$ cat src/hdl/bfst_pkg.sv
// shared types and constants for the bidirectional flow session table
package bfst_pkg;

   localparam int IDX_W   = 12;
   localparam int CNT_W   = 13;
   localparam int BYTES_W = 24;

   localparam logic [1:0] STATUS_APPEND = 2'd0;
   localparam logic [1:0] STATUS_NEW    = 2'd1;
   localparam logic [1:0] STATUS_DROP   = 2'd2;

   localparam logic [7:0] REG_FILL_LIMIT   = 8'd0;
   localparam logic [7:0] REG_IDLE_TIMEOUT = 8'd1;

   typedef struct packed {
      logic [7:0]         proto;
      logic [31:0]        src_addr;
      logic [31:0]        dst_addr;
      logic [15:0]        src_port;
      logic [15:0]        dst_port;
      logic [31:0]        now;
      logic [BYTES_W-1:0] fill_limit;
      logic [31:0]        idle_timeout;
   } pkt_type;

   typedef struct packed {
      logic               active;
      logic               hit_found;
      logic [IDX_W-1:0]   hit_idx;
      logic [BYTES_W-1:0] hit_bytes;
      logic               hit_pend;
      logic               free_found;
      logic [IDX_W-1:0]   free_idx;
      logic [CNT_W-1:0]   count;
   } carry_type;

   typedef struct packed {
      logic               commit;
      logic               write_en;
      logic               new_entry;
      logic               keep;
      logic [IDX_W-1:0]   slot;
      logic [BYTES_W-1:0] bytes;
   } cmd_type;

endpackage

$ cat src/hdl/bfst_cell.sv
// one table entry: key, byte total and last-seen time, with match and aging in the scan chain
module bfst_cell
   import bfst_pkg::*;
#(
   parameter int IDX = 0
) (
   input  logic      clock,
   input  logic      reset,
   input  pkt_type   pkt,
   input  cmd_type   cmd,
   input  carry_type carry_in,
   output carry_type carry_out
);

   logic               valid_ff, valid_in;
   logic               pend_ff, pend_in;
   logic [7:0]         proto_ff;
   logic [31:0]        src_addr_ff;
   logic [31:0]        dst_addr_ff;
   logic [15:0]        src_port_ff;
   logic [15:0]        dst_port_ff;
   logic [BYTES_W-1:0] bytes_ff;
   logic [31:0]        last_ff;
   carry_type          carry_ff, carry_step_in;

   logic        fwd, rev, match, expire, sel;
   logic [31:0] idle;

   assign fwd = (src_addr_ff == pkt.src_addr) && (dst_addr_ff == pkt.dst_addr) &&
                (src_port_ff == pkt.src_port) && (dst_port_ff == pkt.dst_port);
   assign rev = (src_addr_ff == pkt.dst_addr) && (dst_addr_ff == pkt.src_addr) &&
                (src_port_ff == pkt.dst_port) && (dst_port_ff == pkt.src_port);
   assign match  = valid_ff && (proto_ff == pkt.proto) && (fwd || rev);
   assign idle   = pkt.now - last_ff;
   assign expire = valid_ff && ((bytes_ff > pkt.fill_limit) || (idle > pkt.idle_timeout));
   assign sel    = cmd.commit && cmd.write_en && (cmd.slot == IDX_W'(IDX));

   always_comb begin
      carry_step_in = carry_in;
      if (carry_in.active) begin
         if (match && !carry_in.hit_found) begin
            carry_step_in.hit_found = 1'b1;
            carry_step_in.hit_idx   = IDX_W'(IDX);
            carry_step_in.hit_bytes = bytes_ff;
            carry_step_in.hit_pend  = expire;
         end
         if (!valid_ff && !carry_in.free_found) begin
            carry_step_in.free_found = 1'b1;
            carry_step_in.free_idx   = IDX_W'(IDX);
         end
         carry_step_in.count = carry_in.count + CNT_W'(expire);
      end
   end

   always_comb begin
      valid_in = valid_ff;
      pend_in  = pend_ff;
      if (carry_in.active) begin
         pend_in = expire;
      end
      if (cmd.commit) begin
         pend_in = 1'b0;
         if (sel) begin
            valid_in = cmd.keep;
         end else if (pend_ff) begin
            valid_in = 1'b0;
         end
      end
   end

   always_ff @(posedge clock) begin
      if (reset) begin
         valid_ff <= 1'b0;
         pend_ff  <= 1'b0;
         carry_ff <= '0;
      end else begin
         valid_ff <= valid_in;
         pend_ff  <= pend_in;
         carry_ff <= carry_step_in;
      end
   end

   always_ff @(posedge clock) begin
      if (sel) begin
         bytes_ff <= cmd.bytes;
         last_ff  <= pkt.now;
         if (cmd.new_entry) begin
            proto_ff    <= pkt.proto;
            src_addr_ff <= pkt.src_addr;
            dst_addr_ff <= pkt.dst_addr;
            src_port_ff <= pkt.src_port;
            dst_port_ff <= pkt.dst_port;
         end
      end
   end

   assign carry_out = carry_ff;

endmodule

$ cat config.mk
export PLATFORM = sky130hd
export DESIGN_NAME = bfst_cell
export DESIGN_NICKNAME = d
export VERILOG_FILES = /design/src/hdl/bfst_pkg.sv /design/src/hdl/bfst_cell.sv
export SDC_FILE = /design/constraint.sdc
export NUM_CORES = 1
export LEC_CHECK = 0
export BUFFER_PORTS_ARGS = -buffer_cell sky130_fd_sc_hd__clkbuf_2
export CAP_MARGIN = 5
export CORE_MARGIN = 2
export CORE_UTILIZATION = 53
export CTS_CLUSTER_SIZE = 30
export DETAILED_ROUTE_END_ITERATION = 6
export HOLD_SLACK_MARGIN = 0.1
export PLACE_DENSITY = 0.85
export SYNTH_ARGS = -nofsm -noshare
export SYNTH_HDL_FRONTEND = slang
export SYNTH_SLANG_ARGS = --single-unit
$ cat constraint.sdc
create_clock -name clock -period 8.55 [get_ports clock]
set_input_delay 0 -clock clock [delete_from_list [all_inputs] [get_ports clock]]
set_output_delay 0 -clock clock [all_outputs]
set_load 0.01 [all_outputs]
* After elaboration in Yosys (flattened, before gate mapping)
Cells that the tools add are included.
** Word-level totals
- Register bits :: 227
- Latch bits :: 0
- RAM bits :: 0
- Memory bits (read-only) :: 0
- Input port bits :: 299
- Output and inout bits :: 65
- Word-level logic and storage cells :: 58
- Memories kept :: 0
** Operators by class
- $add $sub $neg :: 2
- Multiply operators :: 0
- Div/mod/pow operators :: 0
- $lt $le $gt $ge :: 2
- Eq/ne operators :: 9
- Shift-type cells :: 0
- Mux-type cells :: 5
- Bitwise gates (word level) :: 0
- Reductions and logical operators :: 23
** Operators by type and width (number)
- $eq A32 B32 Y1 :: 4
- $eq A16 B16 Y1 :: 4
- $mux W64 :: 1
- $mux W38 :: 1
- $gt A32 B32 Y1 :: 1
- $sub A32 B32 Y32 :: 1
- $gt A24 B24 Y1 :: 1
- $add A13 B1 Y13 :: 1
- $logic_and A1 B1 Y1 :: 13
- $mux W13 :: 1
- $logic_not A12 Y1 :: 1
- $eq A8 B8 Y1 :: 1
- $reduce_and A2 Y1 :: 2
- $logic_not A1 Y1 :: 3
- $logic_or A1 B1 Y1 :: 2
- $mux W1 :: 2
- $reduce_bool A2 Y1 :: 1
- $reduce_or A2 Y1 :: 1

* Logic depth before layout (Yosys ltp)
- Depth after elaboration :: 9
- Depth in mapped cells :: 26
- Mapped depth without buffers :: 26

* Least setup slack after synthesis
OpenSTA, ideal clock, no wires.
- Path type :: input -> register
- Start :: input port cmd[25] (netlist bit)
- End :: register dst_addr_ff[0], enable pin
- Setup time :: 0.473 ns
- Arrival time :: 5.445 ns
- Required time :: 8.077 ns
- Path slack :: 2.632 ns
- Stages on the path :: 4
- Path buffers :: 0
- Cells stage by stage :: nor4_1 > nand3_1 > nor2_1 > and2_1
** Between the ends
- Word-level cells in the longest chain between the ends :: 3
** RTL lines
- start: declaration :: RTL line bfst_cell.sv:10 : input cmd_type cmd,
- $logic_not A12 Y1 :: RTL line bfst_cell.sv:36 : assign sel = cmd.commit && cmd.write_en && (cmd.slot == IDX_W'(IDX));
- $logic_and A1 B1 Y1 :: RTL line bfst_cell.sv:36
- named net sel :: RTL line bfst_cell.sv:26 : logic fwd, rev, match, expire, sel;
- $reduce_and A2 Y1 (no source line)
- end signal: assignment :: RTL line bfst_cell.sv:90 : dst_addr_ff <= pkt.dst_addr;
- end: declaration :: RTL line bfst_cell.sv:19 : logic [31:0] dst_addr_ff;
The timed path passes the listed nets, and every way through them passes these cells.
A chain may end at the register's enable or synchronous reset.

* Worst setup path after layout
- Start :: register last_ff[0]
- End :: register carry_ff, in the netlist carry_out[12]
** Between the ends
- Word-level cells in the longest chain between the ends :: 6
** RTL lines
- start: declaration :: RTL line bfst_cell.sv:23 : logic [31:0] last_ff;
- start signal: assignment :: RTL line bfst_cell.sv:86 : last_ff <= pkt.now;
- $sub A32 B32 Y32 :: RTL line bfst_cell.sv:34 : assign idle = pkt.now - last_ff;
- $gt A32 B32 Y1 :: RTL line bfst_cell.sv:35 : assign expire = valid_ff && ((bytes_ff > pkt.fill_limit) || (idle > pkt.idle_timeout));
- $logic_or A1 B1 Y1 :: RTL line bfst_cell.sv:35
- $logic_and A1 B1 Y1 :: RTL line bfst_cell.sv:35
- named net expire :: RTL line bfst_cell.sv:26
- $add A13 B1 Y13 :: RTL line bfst_cell.sv:51 : carry_step_in.count = carry_in.count + CNT_W'(expire);
- $mux W64 :: RTL line bfst_cell.sv:40 : if (carry_in.active) begin
- end signal: assignment :: RTL line bfst_cell.sv:79 : carry_ff <= carry_step_in;
- end: declaration :: RTL line bfst_cell.sv:24 : carry_type carry_ff, carry_step_in;
The timed path passes the listed nets, and every way through them passes these cells.

==> key figures <==
Yosys
  • Sequential area share after synthesis: between 40 and 50%
  • Commonest register cell after synthesis: edfxtp_1
  • Yosys top cell area share: just under 40%
  • Synth Warn #: 0
  • Ys async rst share: 0%
  • Syn avg cell area: 11.3 um2
  • Netlist cell types: 62
  • Post-synth EDFFs: between 150 and 200
  • Synth area leaders: edfxtp_1 39%, dfxtp_1 11%, xor2_1 9.5%
  • Cells after synthesis: 1107
  • Syn nets: between 1000 and 1500
  • Synth area leader: edfxtp_1
  • Post-Syn Area: 12500 um2
  • #FFs+latches synth: roughly 230

Cells and area
  • Most common cell after layout, fill and taps aside: clkbuf_2
  • Layout fillers: around 1300
  • Most frequent cells in the layout: 363 x clkbuf_2, 258 x dlygate4sd3_1, 160 x edfxtp_1
  • Share of cells above drive strength 1: 23.2%
  • Area growth from synthesis to layout: 44.5%
  • Final net count: 2136

CTS
  • Root Buffer: clkbuf_16
  • H-tree depth: 1
  • Post-CTS setup buffers: 0
  • Sinks on Clock Net: 227
  • CTS Buffer Depth: 3
  • TritonCTS clock tree: yes
  • Clock latency on the worst-skew pair: 530 ps
  • Worst-path clk slew: 60 ps
  • Cts bufs inserted: 25

STA
  • Period utilization: 78.4%
  • Minimum clock period: between 6000 and 7000 ps
  • Final hold vios: 0
  • Slew HR: a little under a third
  • Final slew viol count: 0
  • Final setup TNS: 0 ps
  • Setup Skew: 12.5 ps
  • RSZ-0062 raised after global routing: no
  • Fmax: between 0.1 and 0.15 GHz
  • Worst-Margin Slew: 1030 ps
  • Count of final setup violators: 0

Flow run
  • Max cap viols: 0

Pwr
  • P_sw: 0.000695 W
  • Pwr Density: 151 nW/um2
  • Comb pwr share: about 17%
  • Clk pwr share: 38.9%
  • Sw frac: 25.6%
  • Register share of total power: 44.1%
  • Power Internal: 0.00202 W
  • Power Total: around 0.0027 W
  • Peak VDD IR: 147 uV
  • P_leak: 7.85 nW

Die
  • IO Pins: 364
  • DIE AREA: 24800 um2
  • Initial Util: approximately 54%
  • Die Height: 157 um
  • Area of the core: 23300 um2
  • Core Rows: 56
  • Die Wd: 157 um

Placement
  • IO Port Bufs: 363
  • Post-DP HPWL: 27.8 mm
  • GPL Wtd Cong: 0.948

Global routing
  • Largest net degree at the start of global routing: 60
  • Vias in the first global route: 12600
  • GRT Overall Usage: a little over a third
  • Congestion Overflow GR: 0
  • Global-route wire length before repair: 68.8 mm
  • Initial antenna violation count: 4

Detailed routing
  • Detailed Route Iter0 Violations: 1141
  • Final WL: around 47 mm
  • Drt drc: 0
  • Drt wl/cell: ~22 um
  • Final ANT Viol Nets: 0
  • Vias per std cell: 5.78
  • Vias post-DR: 12100
  • DR pass1 iterations: 6

Run status
  • Status: completed

Hold path
  • Hold Path Class: in -> reg

Setup path
  • Crit end category: register
  • Critical path data arrival time: 7100 ps
  • R2R setup slack: ~1800 ps
  • CP Max Fanout: 4
  • Crit Path Class: reg -> reg
  • Critical path launch point type: register
  • WP data required: 8950 ps
==> path summary, 6_finish.rpt <==
| check | from | to | depth (start not counted) |
|---|---|---|---|
| worst max-delay path | last_ff[0]$_DFFE_PP_ | carry_out[12]$_SDFF_PP0_ | 26 |
| worst min-delay path | cmd[37] | dst_addr_ff[20]$_DFFE_PP_ | 2 |
| worst max register to register | last_ff[0]$_DFFE_PP_ | carry_out[12]$_SDFF_PP0_ | 26 |
| worst min register to register | bytes_ff[2]$_DFFE_PP_ | carry_out[29]$_SDFF_PP0_ | 2 |
==> metal layers <==
layer	wire length, um	up-vias	track usage (%)
li1	-	5255	-
met1	15900	5603	39.8
met2	22500	920	61.9
met3	4680	286	10.1
met4	3560	4	25.9
met5	25	-	0
==> power groups by stage <==
stage	combinational (W)	sequential, W	clock [W]
2_1_floorplan	0.000159	0.00123	0
3_3_place_gp	0.000324	0.00122	0
6_report	0.000461	0.00120	0.00106
5_1_grt	0.000491	0.00120	0.00110
3_5_place_dp	0.000332	0.00122	0
4_1_cts	0.000430	0.00120	0.00105
==> logic make-up (layout without fill, tap and decap cells) <==
group                    after synthesis  after routing  synth area share (%)
AO/OA/AOI/OAI                        158            158                  8.33
XOR/XNOR                             227            227                  15.9
adder cells (fa/ha/maj)               90             90                  9.09
buffers and inverters                115            773                  3.80
flip-flops                           227            227                  49.3
multiplexers                          27             27                  2.17
other                                  0              3                     0
AND/OR/NAND/NOR                      263            263                  11.4
==> worst max-delay path, stage by stage (launching register included) <==
cell and delay, ps:
edfxtp_1 330, ha_1 160, inv_1 60, fa_1 400, a21o_1 190, a221o_1 320, o211ai_1 320, nor3_1 150
o21ai_1 190, nand2_1 130, o41ai_1 400, xnor2_1 150, ha_1 320, nand3_1 100, nor4_1 460, mux2i_1 220
o21ai_0 90, o211ai_1 170, and2_1 200, ha_1 220, ha_1 240, and3_1 250, nand4_1 140, xor2_1 150
dlygate4sd3_1 570, nor2_1 40, dlygate4sd3_1 610
==> registers in the layout, indices dropped and copies added (netlist names) <==
signal	cells
carry_out	65
dst_addr_ff	32
proto_ff	8
pend_ff	1
src_addr_ff	32
src_port_ff	16
dst_port_ff	16
bytes_ff	24
last_ff	32
valid_ff	1
==> stage by stage <==
stage | hold WS [ps] | cells | util, % | setup slack, ps | area, um2
CTS | 111 | 2084 | 77.4 | 2170 | 18000
global route | 139 | 2086 | 77.4 | 1330 | 18000
floorplan | 79.3 | 1107 | - | 2630 | 12500
detailed placement | 179 | 1781 | 63.0 | 3230 | 14600
global placement | 177 | 1781 | 63.0 | 3410 | 14600
finish | 131 | 2087 | 77.4 | 1840 | 18000
==> synthesized netlist by cell type (all sizes together) (4+ instances only) <==
cell type	count
edfxtp	160
xor2	135
inv	102
xnor2	92
ha	89
dfxtp	67
nor2	59
a21oi	46
nand4	42
nor4	41
and2	28
o21ai	28
mux2i	27
nand2	27
a21o	17
nand3	14
a211oi	13
and3	11
nor2b	11
nor3	10
clkbuf	7
o211ai	7
or3	7
buf	6
o21a	6
o21bai	5
a31oi	4
nand2b	4
==> cell type report <==
| class | instances | area [um2] | share of cell area (%) |
|---|---|---|---|
| multi-input combinational | 765 | 5860 | 32.6 |
| sequential | 227 | 6150 | 34.1 |
| timing repair buffer | 626 | 4440 | 24.6 |
| clock buffer | 33 | 696 | 3.86 |
| antenna | 3 | 7.51 | 0.0417 |
| tap | 319 | 399 | 2.22 |
| clock inverter | 12 | 83.8 | 0.465 |
| inverter | 102 | 383 | 2.13 |
==> timing repair <==
action	CTS	global route
hold endpoints to repair	227	0
gates resized for setup	0	0
hold buffers	258	0
Note: power is estimated with default switching activity, not from simulation.
